==> src/rws_pkg.sv <==
// Shared types, codes and helpers for the retransmit window scheduler.
// Used by rws_slot_store and retransmit_window_scheduler_core; no dependencies.
package rws_pkg;

    localparam int ID_W   = 32;
    localparam int TYPE_W = 5;
    localparam int TO_W   = 16;
    localparam int WS_W   = 4;
    localparam int ACK_W  = 4;
    localparam int SLOT_W = 3;
    localparam int CFG_W  = 16;

    typedef enum logic [1:0] {
        OP_SUBMIT = 2'd0,
        OP_ACK    = 2'd1,
        OP_POLL   = 2'd2,
        OP_SCHED  = 2'd3
    } t_op;

    typedef enum logic [1:0] {
        CFG_INIT_TIMEOUT = 2'd0,
        CFG_WINDOW_SIZE  = 2'd1,
        CFG_HOLD_START   = 2'd2
    } t_cfg_idx;

    typedef enum logic [2:0] {
        S_IDLE,
        S_SCAN,
        S_ACT,
        S_SCAN2,
        S_DONE
    } t_state;

    typedef struct packed {
        logic              active;
        logic [ID_W-1:0]   id;
        logic [TYPE_W-1:0] mtype;
        logic [ID_W-1:0]   due;
        logic [ID_W-1:0]   backoff;
        logic [ACK_W-1:0]  acks;
    } t_entry;

    // True when a is older than b, taking id wraparound into account.
    function automatic logic id_older(input logic [ID_W-1:0] a, input logic [ID_W-1:0] b);
        logic [ID_W-1:0] d;
        d = a - b;
        return d[ID_W-1];
    endfunction

endpackage

==> src/rws_slot_store.sv <==
// Slot table of the retransmit window: per-slot id, type, timing and ack count.
// Depends on rws_pkg for the entry type.
module rws_slot_store #(
    parameter int SLOTS = 8,
    parameter int IDX_W = 3
) (
    input  logic              i_clk,
    input  logic              i_rst_n,
    input  logic [IDX_W-1:0]  i_rd_idx,
    output rws_pkg::t_entry   o_rd,
    input  logic              i_wr_en,
    input  logic [IDX_W-1:0]  i_wr_idx,
    input  rws_pkg::t_entry   i_wr
);
    import rws_pkg::*;

    logic [SLOTS-1:0]  r_active;
    logic [ID_W-1:0]   r_id      [SLOTS];
    logic [TYPE_W-1:0] r_mtype   [SLOTS];
    logic [ID_W-1:0]   r_due     [SLOTS];
    logic [ID_W-1:0]   r_backoff [SLOTS];
    logic [ACK_W-1:0]  r_acks    [SLOTS];

    always_ff @(posedge i_clk) begin
        if (!i_rst_n) begin
            r_active <= '0;
        end else if (i_wr_en) begin
            r_active[i_wr_idx] <= i_wr.active;
        end
    end

    always_ff @(posedge i_clk) begin
        if (i_wr_en) begin
            r_id[i_wr_idx]      <= i_wr.id;
            r_mtype[i_wr_idx]   <= i_wr.mtype;
            r_due[i_wr_idx]     <= i_wr.due;
            r_backoff[i_wr_idx] <= i_wr.backoff;
            r_acks[i_wr_idx]    <= i_wr.acks;
        end
    end

    always_comb begin
        o_rd.active  = r_active[i_rd_idx];
        o_rd.id      = r_id[i_rd_idx];
        o_rd.mtype   = r_mtype[i_rd_idx];
        o_rd.due     = r_due[i_rd_idx];
        o_rd.backoff = r_backoff[i_rd_idx];
        o_rd.acks    = r_acks[i_rd_idx];
    end

endmodule

==> src/retransmit_window_scheduler_core.sv <==
// Retransmit window scheduler: each request is submit, ack, poll or schedule-now,
// and gives one result. A request runs two passes of the single slot-evaluation
// unit over the first N slots of the table, N being the clamped window size
// (one slot per cycle: the operation pass, then the wait/ready pass), with an
// update step between the passes and an output step after them. The input is not
// ready while a request is in work; a finished result waits in an output register
// so the next request can be taken meanwhile. Depends on rws_pkg, rws_slot_store.
module retransmit_window_scheduler_core #(
    parameter int SLOTS              = 8,
    parameter int ACKS_BEFORE_RESEND = 3
) (
    input  logic                       i_clk,
    input  logic                       i_rst_n,
    input  logic                       s_axis_tvalid,
    output logic                       s_axis_tready,
    // now_seconds[31:0], acked_id[63:32], msg_type[68:64], zero fill
    input  logic [71:0]                s_axis_tdata,
    // op[1:0]
    input  logic [1:0]                 s_axis_tuser,
    output logic                       m_axis_tvalid,
    input  logic                       m_axis_tready,
    // done_res[0], slot[3:1], out_id[35:4], out_type[40:36],
    // wait_seconds[72:41], send_ready[73], zero fill
    output logic [79:0]                m_axis_tdata,
    input  logic                       i_cfg_we,
    input  logic [1:0]                 i_cfg_addr,
    input  logic [rws_pkg::CFG_W-1:0]  i_cfg_data
);
    import rws_pkg::*;

    localparam int IDX_W = (SLOTS > 1) ? $clog2(SLOTS) : 1;
    localparam int CNT_W = $clog2(SLOTS + 1);

    t_state r_state, n_state;

    logic [TO_W-1:0]   r_init_to;
    logic [WS_W-1:0]   r_win;
    logic              r_hold;
    logic [ID_W-1:0]   r_next_id;

    t_op               r_op;
    logic [ID_W-1:0]   r_now;
    logic [ID_W-1:0]   r_acked;
    logic [TYPE_W-1:0] r_type;
    logic [CNT_W-1:0]  r_n;
    logic [IDX_W-1:0]  r_idx;

    logic              r_have_min, r_have_free, r_found;
    logic [ID_W-1:0]   r_min_id;
    logic [IDX_W-1:0]  r_free_idx, r_best_idx;
    logic [ID_W-1:0]   r_best_id, r_best_backoff;
    logic [TYPE_W-1:0] r_best_type;

    logic              r_done;
    logic [SLOT_W-1:0] r_slot;
    logic [ID_W-1:0]   r_oid;
    logic [TYPE_W-1:0] r_otype;
    logic [ID_W-1:0]   r_wait;
    logic              r_ready;

    logic              r_ov;
    logic [79:0]       r_odata;

    t_entry            rd, wr;
    logic              wr_en;
    logic [IDX_W-1:0]  wr_idx;

    logic              in_acc, last, due_now, submit_ok, load_out;
    logic [ID_W:0]     due_sum;
    logic [ID_W-1:0]   span;
    logic [WS_W:0]     n_clamp;

    rws_slot_store #(.SLOTS(SLOTS), .IDX_W(IDX_W)) u_store (
        .i_clk    (i_clk),
        .i_rst_n  (i_rst_n),
        .i_rd_idx (r_idx),
        .o_rd     (rd),
        .i_wr_en  (wr_en),
        .i_wr_idx (wr_idx),
        .i_wr     (wr)
    );

    assign in_acc   = s_axis_tvalid && s_axis_tready;
    assign last     = ({1'b0, r_idx} == (r_n - CNT_W'(1)));
    assign due_now  = rd.active &&
                      ((r_now >= rd.due) || (rd.acks >= ACK_W'(ACKS_BEFORE_RESEND)));
    assign span     = r_next_id - r_min_id;
    assign submit_ok = r_have_free && (!r_have_min || (span < ID_W'(r_n)));
    assign due_sum  = {1'b0, r_now} + {1'b0, r_best_backoff};
    assign load_out = (r_state == S_DONE) && (!r_ov || m_axis_tready);

    always_comb begin
        if (r_win == '0) begin
            n_clamp = (WS_W+1)'(1);
        end else if ({1'b0, r_win} > (WS_W+1)'(SLOTS)) begin
            n_clamp = (WS_W+1)'(SLOTS);
        end else begin
            n_clamp = {1'b0, r_win};
        end
    end

    // Next state
    always_comb begin
        n_state = r_state;
        case (r_state)
            S_IDLE:  if (in_acc) n_state = S_SCAN;
            S_SCAN:  if (last) n_state = S_ACT;
            S_ACT:   n_state = S_SCAN2;
            S_SCAN2: if (last) n_state = S_DONE;
            S_DONE:  if (load_out) n_state = S_IDLE;
            default: n_state = S_IDLE;
        endcase
    end

    // Table write port and handshake outputs
    always_comb begin
        s_axis_tready = (r_state == S_IDLE);
        wr_en  = 1'b0;
        wr_idx = r_idx;
        wr     = rd;
        case (r_state)
            S_SCAN: begin
                if (r_op == OP_ACK && rd.active) begin
                    wr_en = 1'b1;
                    if (rd.id == r_acked) begin
                        wr.active = 1'b0;
                    end else if (rd.id < r_acked && rd.acks != '1) begin
                        wr.acks = rd.acks + ACK_W'(1);
                    end
                end else if (r_op == OP_SCHED && rd.active) begin
                    wr_en      = 1'b1;
                    wr.due     = r_now;
                    wr.backoff = ID_W'(r_init_to);
                end
            end
            S_ACT: begin
                if (r_op == OP_SUBMIT) begin
                    wr_en      = submit_ok;
                    wr_idx     = r_free_idx;
                    wr.active  = 1'b1;
                    wr.id      = r_next_id;
                    wr.mtype   = r_type;
                    wr.due     = '0;
                    wr.backoff = ID_W'(r_init_to);
                    wr.acks    = '0;
                end else if (r_op == OP_POLL) begin
                    wr_en      = r_found;
                    wr_idx     = r_best_idx;
                    wr.active  = 1'b1;
                    wr.id      = r_best_id;
                    wr.mtype   = r_best_type;
                    wr.due     = due_sum[ID_W] ? '1 : due_sum[ID_W-1:0];
                    wr.backoff = r_best_backoff[ID_W-1] ? '1 : {r_best_backoff[ID_W-2:0], 1'b0};
                    wr.acks    = '0;
                end
            end
            default: wr_en = 1'b0;
        endcase
    end

    always_ff @(posedge i_clk) begin
        if (!i_rst_n) begin
            r_state <= S_IDLE;
        end else begin
            r_state <= n_state;
        end
    end

    // Configuration, hold flag and sequence counter
    always_ff @(posedge i_clk) begin
        if (!i_rst_n) begin
            r_init_to <= TO_W'(2);
            r_win     <= WS_W'(4);
            r_hold    <= 1'b0;
            r_next_id <= '0;
        end else begin
            if (i_cfg_we) begin
                case (t_cfg_idx'(i_cfg_addr))
                    CFG_INIT_TIMEOUT: r_init_to <= i_cfg_data[TO_W-1:0];
                    CFG_WINDOW_SIZE:  r_win     <= i_cfg_data[WS_W-1:0];
                    CFG_HOLD_START:   r_hold    <= i_cfg_data[0];
                    default: ;
                endcase
            end else if (r_state == S_ACT && r_op == OP_SCHED) begin
                r_hold <= 1'b0;
            end
            if (r_state == S_ACT && r_op == OP_SUBMIT && submit_ok) begin
                r_next_id <= r_next_id + ID_W'(1);
            end
        end
    end

    always_ff @(posedge i_clk) begin
        if (!i_rst_n) begin
            r_idx <= '0;
        end else if (in_acc || r_state == S_ACT || last) begin
            r_idx <= '0;
        end else if (r_state == S_SCAN || r_state == S_SCAN2) begin
            r_idx <= r_idx + IDX_W'(1);
        end
    end

    // Request capture and the per-slot evaluation accumulators
    always_ff @(posedge i_clk) begin
        if (in_acc) begin
            r_op        <= t_op'(s_axis_tuser);
            r_now       <= s_axis_tdata[31:0];
            r_acked     <= s_axis_tdata[63:32];
            r_type      <= s_axis_tdata[68:64];
            r_n         <= CNT_W'(n_clamp);
            r_have_min  <= 1'b0;
            r_have_free <= 1'b0;
            r_found     <= 1'b0;
            r_wait      <= '1;
            r_ready     <= 1'b0;
        end
        if (r_state == S_SCAN) begin
            if (rd.active) begin
                if (!r_have_min || id_older(rd.id, r_min_id)) begin
                    r_have_min <= 1'b1;
                    r_min_id   <= rd.id;
                end
            end else if (!r_have_free) begin
                r_have_free <= 1'b1;
                r_free_idx  <= r_idx;
            end
            if (due_now && (!r_found || id_older(rd.id, r_best_id))) begin
                r_found        <= 1'b1;
                r_best_idx     <= r_idx;
                r_best_id      <= rd.id;
                r_best_type    <= rd.mtype;
                r_best_backoff <= rd.backoff;
            end
        end
        if (r_state == S_ACT) begin
            r_done  <= 1'b0;
            r_slot  <= '0;
            r_oid   <= '0;
            r_otype <= '0;
            if (r_op == OP_SUBMIT && submit_ok) begin
                r_done <= 1'b1;
                r_slot <= SLOT_W'(r_free_idx);
                r_oid  <= r_next_id;
            end else if (r_op == OP_POLL && r_found) begin
                r_done  <= 1'b1;
                r_slot  <= SLOT_W'(r_best_idx);
                r_oid   <= r_best_id;
                r_otype <= r_best_type;
            end
        end
        if (r_state == S_SCAN2 && rd.active) begin
            if (due_now) begin
                r_ready <= 1'b1;
            end
            if (rd.due <= r_now) begin
                r_wait <= '0;
            end else if ((rd.due - r_now) < r_wait) begin
                r_wait <= rd.due - r_now;
            end
        end
    end

    // Output register
    always_ff @(posedge i_clk) begin
        if (!i_rst_n) begin
            r_ov <= 1'b0;
        end else if (load_out) begin
            r_ov <= 1'b1;
        end else if (m_axis_tready) begin
            r_ov <= 1'b0;
        end
    end

    always_ff @(posedge i_clk) begin
        if (load_out) begin
            r_odata <= {6'd0, r_ready && !r_hold, r_wait, r_otype, r_oid, r_slot, r_done};
        end
    end

    assign m_axis_tvalid = r_ov;
    assign m_axis_tdata  = r_odata;

endmodule

==> config.mk <==
export PLATFORM = sky130hd
export DESIGN_NAME = retransmit_window_scheduler_core
export DESIGN_NICKNAME = d
export VERILOG_FILES = /design/src/rws_pkg.sv /design/src/rws_slot_store.sv /design/src/retransmit_window_scheduler_core.sv
export SDC_FILE = /design/constraint.sdc
export NUM_CORES = 2
export LEC_CHECK = 0
export BUFFER_PORTS_ARGS = -buffer_cell sky130_fd_sc_hd__buf_2
export CAP_MARGIN = 20
export CORE_MARGIN = 2
export CORE_UTILIZATION = 65
export CTS_CLUSTER_SIZE = 25
export DETAILED_ROUTE_END_ITERATION = 8
export PLACE_DENSITY = 0.83
export SYNTH_ARGS = -nofsm -noshare
export SYNTH_HDL_FRONTEND = slang
export SYNTH_SLANG_ARGS = --single-unit
==> constraint.sdc <==
create_clock -name i_clk -period 16.39 [get_ports i_clk]
set_input_delay 1.639 -clock i_clk [delete_from_list [all_inputs] [get_ports i_clk]]
set_output_delay 1.639 -clock i_clk [all_outputs]
set_load 0.005 [all_outputs]
== Word level (Yosys, flattened, before mapping) ==
Memories as Yosys holds them, arrays and structs flattened. A register that Yosys moved wholly into a read port is not among the register bits.
Cells that the tools add are included.

* $add $sub $neg: 9
* $lt $le $gt $ge: 10
* Equality and inequality tests: 17
* Mux-type cells: 73
* Bitwise logic cells: 4
* Reductions and logical operators: 44

{| class="wikitable"
|+ Operator list
! kind !! count
|-
| 2-to-1 mux 32 bit || 8
|-
| 2-to-1 mux 106 bit || 2
|-
| case mux 68 bit (2 select lines) || 1
|-
| 2-to-1 mux 64 bit || 2
|-
| subtractor 32 bit || 4
|-
| < comparator 32 bit || 2
|-
| 2-to-1 mux 3 bit || 19
|-
| 2-to-1 mux 37 bit || 1
|-
| adder 32 x 32 -> 33 bit || 1
|-
| adder 32 x 1 -> 32 bit (second input constant) || 1
|-
| == test 32 bit || 1
|-
| >= comparator 32 bit || 1
|-
| less-or-equal comparator 32 bit || 1
|-
| < comparator 32 x 4 -> 1 bit || 1
|-
| 2-to-1 mux 1 bit || 30
|-
| logical AND 1 bit || 16
|-
| 2-to-1 mux 4 bit || 4
|-
| case mux 3 bit (5 select lines) || 1
|-
| bitwise mux 8 bit || 1
|-
| logical OR 1 bit || 8
|-
| < comparator 3 x 4 -> 1 bit (second input constant) || 2
|-
| AND reduction 2 bit || 4
|-
| == test 2 bit (second input constant) || 3
|-
| == test 3 x 2 -> 1 bit (second input constant) || 2
|-
| other kinds (25) || 41
|}

* Register bits: 401
* Memory bits (writable): 840
* Input bits: 97
* Output and inout bits: 82
* Word-level logic and storage cells: 192
* Memories kept: 5

{| class="wikitable"
|+ Memory list
! name !! depth !! bits a word !! read ports !! clocked after Yosys merged registers in !! write ports !! RTL line !! text
|-
| u_store.r_backoff || 8 || 32 || 1 || 1 || 1 || rws_slot_store.sv:21 || <nowiki>logic [ID_W-1:0] r_backoff [SLOTS];</nowiki>
|-
| u_store.r_due || 8 || 32 || 1 || 1 || 1 || rws_slot_store.sv:20 || <nowiki>logic [ID_W-1:0] r_due [SLOTS];</nowiki>
|-
| u_store.r_id || 8 || 32 || 1 || 1 || 1 || rws_slot_store.sv:18 || <nowiki>logic [ID_W-1:0] r_id [SLOTS];</nowiki>
|-
| u_store.r_mtype || 8 || 5 || 1 || 1 || 1 || rws_slot_store.sv:19 || <nowiki>logic [TYPE_W-1:0] r_mtype [SLOTS];</nowiki>
|-
| u_store.r_acks || 8 || 4 || 1 || 1 || 1 || rws_slot_store.sv:22 || <nowiki>logic [ACK_W-1:0] r_acks [SLOTS];</nowiki>
|}

== Longest topological paths before layout ==
* Depth after elaboration: 9
* Depth in mapped cells: 31
* Mapped depth without buffers: 26

== Cells and area by module ==
A second synthesis with hierarchy kept.

* Cells, all modules: 3,808
* Area, all modules: 56,599.3 µm²

{| class="wikitable"
|+ Modules (own cells, without submodules)
! module !! times used !! cells each !! area each (µm²) !! seq. area each (µm²)
|-
| rws_slot_store || 1 || 1,255 || 32,110.8 || 25,384.3
|-
| retransmit_window_scheduler_core || 1 || 2,553 || 24,488.5 || 10,840.4
|}

== Worst setup path after synthesis ==
No wires, ideal clock.

* Kind: reg-to-reg
* Start: register r_next_id[0]
* End: memory u_store.r_acks[5][0], enable pin
* Library setup time: 0.698 ns
* Arrival: 10.465 ns
* Required time: 15.692 ns
* Slack: 5.227 ns
* Stages on the path, launching flop included: 17
* Buffers on the path: 0
* Period minus slack after synthesis: 11.163 ns
* Cells stage by stage: dfxtp_1 > inv_1 > ha_1 > fa_1 > xnor2_1 > ha_1 > a21oi_1 > o21ai_0 > a2bb2oi_1 > nand4_1 > nor4_1 > nand4b_1 > nor4_2 > nand4_2 > a31oi_1 > nor2_1 > nor3_1

* Word-level cells in the longest chain between the ends: 8

{| class="wikitable"
|+ RTL lines
! what !! RTL line !! text
|-
| start, declared || retransmit_window_scheduler_core.sv:39 || <nowiki>logic [ID_W-1:0] r_next_id;</nowiki>
|-
| start signal, assigned || retransmit_window_scheduler_core.sv:188 || <nowiki>r_next_id <= r_next_id + ID_W'(1);</nowiki>
|-
| subtractor 32 bit || retransmit_window_scheduler_core.sv:87 || <nowiki>assign span = r_next_id - r_min_id;</nowiki>
|-
| < comparator 32 x 4 -> 1 bit || retransmit_window_scheduler_core.sv:88 || <nowiki>assign submit_ok = r_have_free && (!r_have_min || (span < ID_W'(r_n)));</nowiki>
|-
| logical OR 1 bit || retransmit_window_scheduler_core.sv:88 ||
|-
| logical AND 1 bit || retransmit_window_scheduler_core.sv:88 ||
|-
| 2-to-1 mux 1 bit || retransmit_window_scheduler_core.sv:137 || <nowiki>if (r_op == OP_SUBMIT) begin</nowiki>
|-
| case mux 1 bit (2 select lines) || retransmit_window_scheduler_core.sv:121 || <nowiki>case (r_state)</nowiki>
|-
| 2-to-1 mux 1 bit || rws_slot_store.sv:33 || <nowiki>if (i_wr_en) begin</nowiki>
|-
| 2-to-1 mux 1 bit (not written as such) || rws_slot_store.sv:38 || <nowiki>r_acks[i_wr_idx] <= i_wr.acks;</nowiki>
|-
| end, declared || rws_slot_store.sv:22 ||
|}

No other way between the ends.

==> results.json <==
{
  "mappedNetlistArea_sq_um": 56400,
  "synth_edf_count": 1137,
  "p_sw_mw": 1.51,
  "areaGrowthSynthToFinish_pct": 11.4,
  "numCtsBuffers": 119,
  "p_leak_nw": 22.3,
  "vias": 35100,
  "irDropWorstVdd_v": 0.0000969,
  "clock-skew-final_ns": 0.0504,
  "ys_types": 81,
  "p_per_area_nw_per_um2": 110,
  "cp-start-kind": "flop",
  "cts_hold_buf": 0,
  "tightest_slew_ns": 1.13,
  "h-tree-depth": 3,
  "place_ws_ns": 8.09,
  "hp-start": "r_slot[0]",
  "hold_viol_final": 0,
  "yosysTopAreaCellShare_pct": 60.6,
  "grt_max_degree": 75,
  "grt_first_pass_wirelength_mm": 212,
  "ys_warn_count": 0,
  "rows": 107,
  "gr-total-overflow": 0,
  "cts_setup_buffers": 0,
  "drive_gt1_share_pct": 19.1,
  "crit_required_ns": 16.95,
  "drtAntennaViolNets": 0,
  "wirelength_mm": 143,
  "die_h_um": 298,
  "cts-root-buf": "clkbuf_16",
  "nNetsFinal": 4314,
  "drv_slew": 0,
  "run_status": "finished clean",
  "finalCriticalPeriod_ns": 7.91,
  "path_delay_family": "compound AO/OA/AOI/OAI gates",
  "place.detailed.hpwl_mm": 88.2,
  "clock-sinks": 1244,
  "die_w_um": 298,
  "drc": 0,
  "place.gp.congestion": 0.945,
  "synthArstFlopShare_pct": 0,
  "max-cap-violations": 0,
  "power_frac_comb_pct": 7.0,
  "yosys_register_bits": 1244,
  "slew_headroom_pct": 23.9,
  "drtIter0Drc": 4731,
  "dieArea_sq_um": 89100,
  "crit_fanout": 38,
  "rsz0062_at_grt": "false",
  "cts_resized": 0,
  "vias_per_cell": 6.71,
  "first_pass_iters": 6,
  "cts_tree": "built",
  "core_area_sq_um": 85500,
  "power_frac_clock_pct": 41.8,
  "crit_path_top_delay_cell": "dfxtp_4",
  "yosys.area_share.simple_pct": 6.27,
  "synth_top_family_by_area": "multiplexers",
  "first_global_vias": 34700,
  "muxShareOfSynthArea_pct": 11.5,
  "endpoint_kind": "flop",
  "seqPwrFrac_pct": 51.2,
  "tns_ns": 0,
  "switching_share_pct": 22.0,
  "synthAdderAreaFrac_pct": 5.10,
  "critical_path_buf_inv_count": 4,
  "syn_inst": 3801,
  "clkLatencyLatePin_ns": 0.73,
  "antenna_found_initial": 6,
  "synth_compound_area_share_pct": 8.31,
  "setup_viol": 0,
  "grtUsageTotal_pct": 31.8,
  "cpPeakStageDelay_ns": 0.78,
  "post_drt_wl_per_cell_um": 27.2,
  "cts.reportedPaths.clkPinSlew_ns": 0.06,
  "synthTopCellsByArea": "edfxtp_1 61%, mux4_2 8.5%, ha_1 5.0%",
  "synth_xor_area_share_pct": 1.60,
  "period_share_pct": 48.3,
  "start_util_pct": 65.9,
  "synth_area_leader_cell": "edfxtp_1",
  "utilization_pct": 73.4,
  "ys.flop_type": "edfxtp_1",
  "clk_path_buf_depth": 3,
  "hold_class": "reg -> reg",
  "portBuffers": 169,
  "intPower_mw": 5.36,
  "fmax_mhz": 126,
  "seq_area_frac_synth_pct": 64.4,
  "pin_count": 179,
  "critPathArrivalTime_ns": 8.48,
  "path_class": "reg -> reg",
  "worst_slack_ns": 8.48,
  "postSynthAreaPerCell_sq_um": 14.8
}
-- registers in the layout, indices dropped and copies added, names as in the netlist, 40 cells and up, named ones only --
name / cells
m_axis_tdata: 74
u_store.r_mtype: 40
u_store.r_id: 256
u_store.r_due: 256
u_store.r_backoff: 256
-- final cells by class --
| cell class | instances | area (sq um) |
|---|---|---|
| flip-flops and latches | 1244 | 36300 |
| fillers | 5041 | 22800 |
| multi-input cells | 2150 | 18500 |
| clock buffers | 146 | 3120 |
| well taps | 1144 | 1430 |
| repair buffers | 224 | 1370 |
| clock inverters | 81 | 1030 |
| inverters | 250 | 956 |
| diodes | 2 | 5.00 |
-- placed cells by master, fill, tap and decap left out, types with 11 or more instances in the layout --
cell,count
edfxtp_1,1137
nand2_1,242
inv_1,240
ha_1,225
mux4_2,212
nor2_1,207
buf_2,169
o21ai_0,134
a21oi_1,129
clkbuf_16,119
dfxtp_1,104
mux2_2,99
a21o_1,90
xnor2_1,75
nand3_1,68
mux2i_1,58
buf_4,47
o22ai_1,41
a22oi_1,37
o211ai_1,36
nand4_1,36
nor3_1,35
a211oi_1,35
and3_1,33
xor2_1,28
nor2b_1,25
o21a_1,25
clkinv_2,24
nand2b_1,23
clkbuf_1,23
bufinv_16,20
a221oi_1,16
clkinv_1,15
or2_2,15
o21bai_1,15
o221ai_1,13
nand3b_1,12
clkinvlp_4,12
nor4_1,11
o31ai_1,11
-- stage by stage --
step / cell area, sq um / total power, mW / hold WS [ns] / std cells
6_report: 62800 / 6.88 / 0.415 / 5241
5_1_grt: 62700 / 7.05 / 0.420 / 5240
4_1_cts: 62600 / 6.88 / 0.418 / 5231
3_5_place_dp: 58400 / 4.05 / 0.405 / 5004
3_3_place_gp: 58400 / 4.03 / 0.401 / 5003
2_1_floorplan: 56400 / 3.91 / 0.400 / 3806
-- cell usage after synthesis (35+ instances only) --
master,number
edfxtp_1,1137
inv_1,246
nand2_1,244
ha_1,225
mux4_2,212
nor2_1,208
o21ai_0,134
a21oi_1,130
clkbuf_1,115
dfxtp_1,107
mux2_2,99
a21o_1,90
xnor2_1,75
nand3_1,68
mux2i_1,58
o22ai_1,41
nor3_1,38
a22oi_1,37
a211oi_1,36
nand4_1,36
o211ai_1,36
and3_1,35
-- logic make-up after synthesis --
group,after synthesis
flops,1244
xor+xnor,103
fa+ha+maj,228
mux,369
simple gates,755
buf+inv,412
other cells,1
compound gates,689
-- worst paths after layout --
| kind | endpoint | slack [ns] | depth (start not counted) |
|---|---|---|---|
| min reg2reg | m_axis_tdata[1] | 0.41 | 0 |
| max | r_wait[21] | 8.48 | 27 |
| min | m_axis_tdata[1] | 0.41 | 0 |
| max reg2reg | r_wait[21] | 8.48 | 27 |
-- metal layers --
layer  vias to the layer above  wire (um)  GRT usage, %
met5                         -         31             0
met4                         6       4290          11.2
met3                       318      16700          6.31
met2                      2265      66800          49.7
met1                     17500      54800          45.2
li1                      15100          -             -
-- power groups by stage --
stage / clock network (mW) / logic (mW) / registers, mW
2_1_floorplan: 0 / 0.343 / 3.57
3_3_place_gp: 0 / 0.446 / 3.59
3_5_place_dp: 0 / 0.463 / 3.59
4_1_cts: 2.89 / 0.470 / 3.52
5_1_grt: 3.01 / 0.520 / 3.52
6_report: 2.88 / 0.479 / 3.52
(Power assumes the default switching activity.)
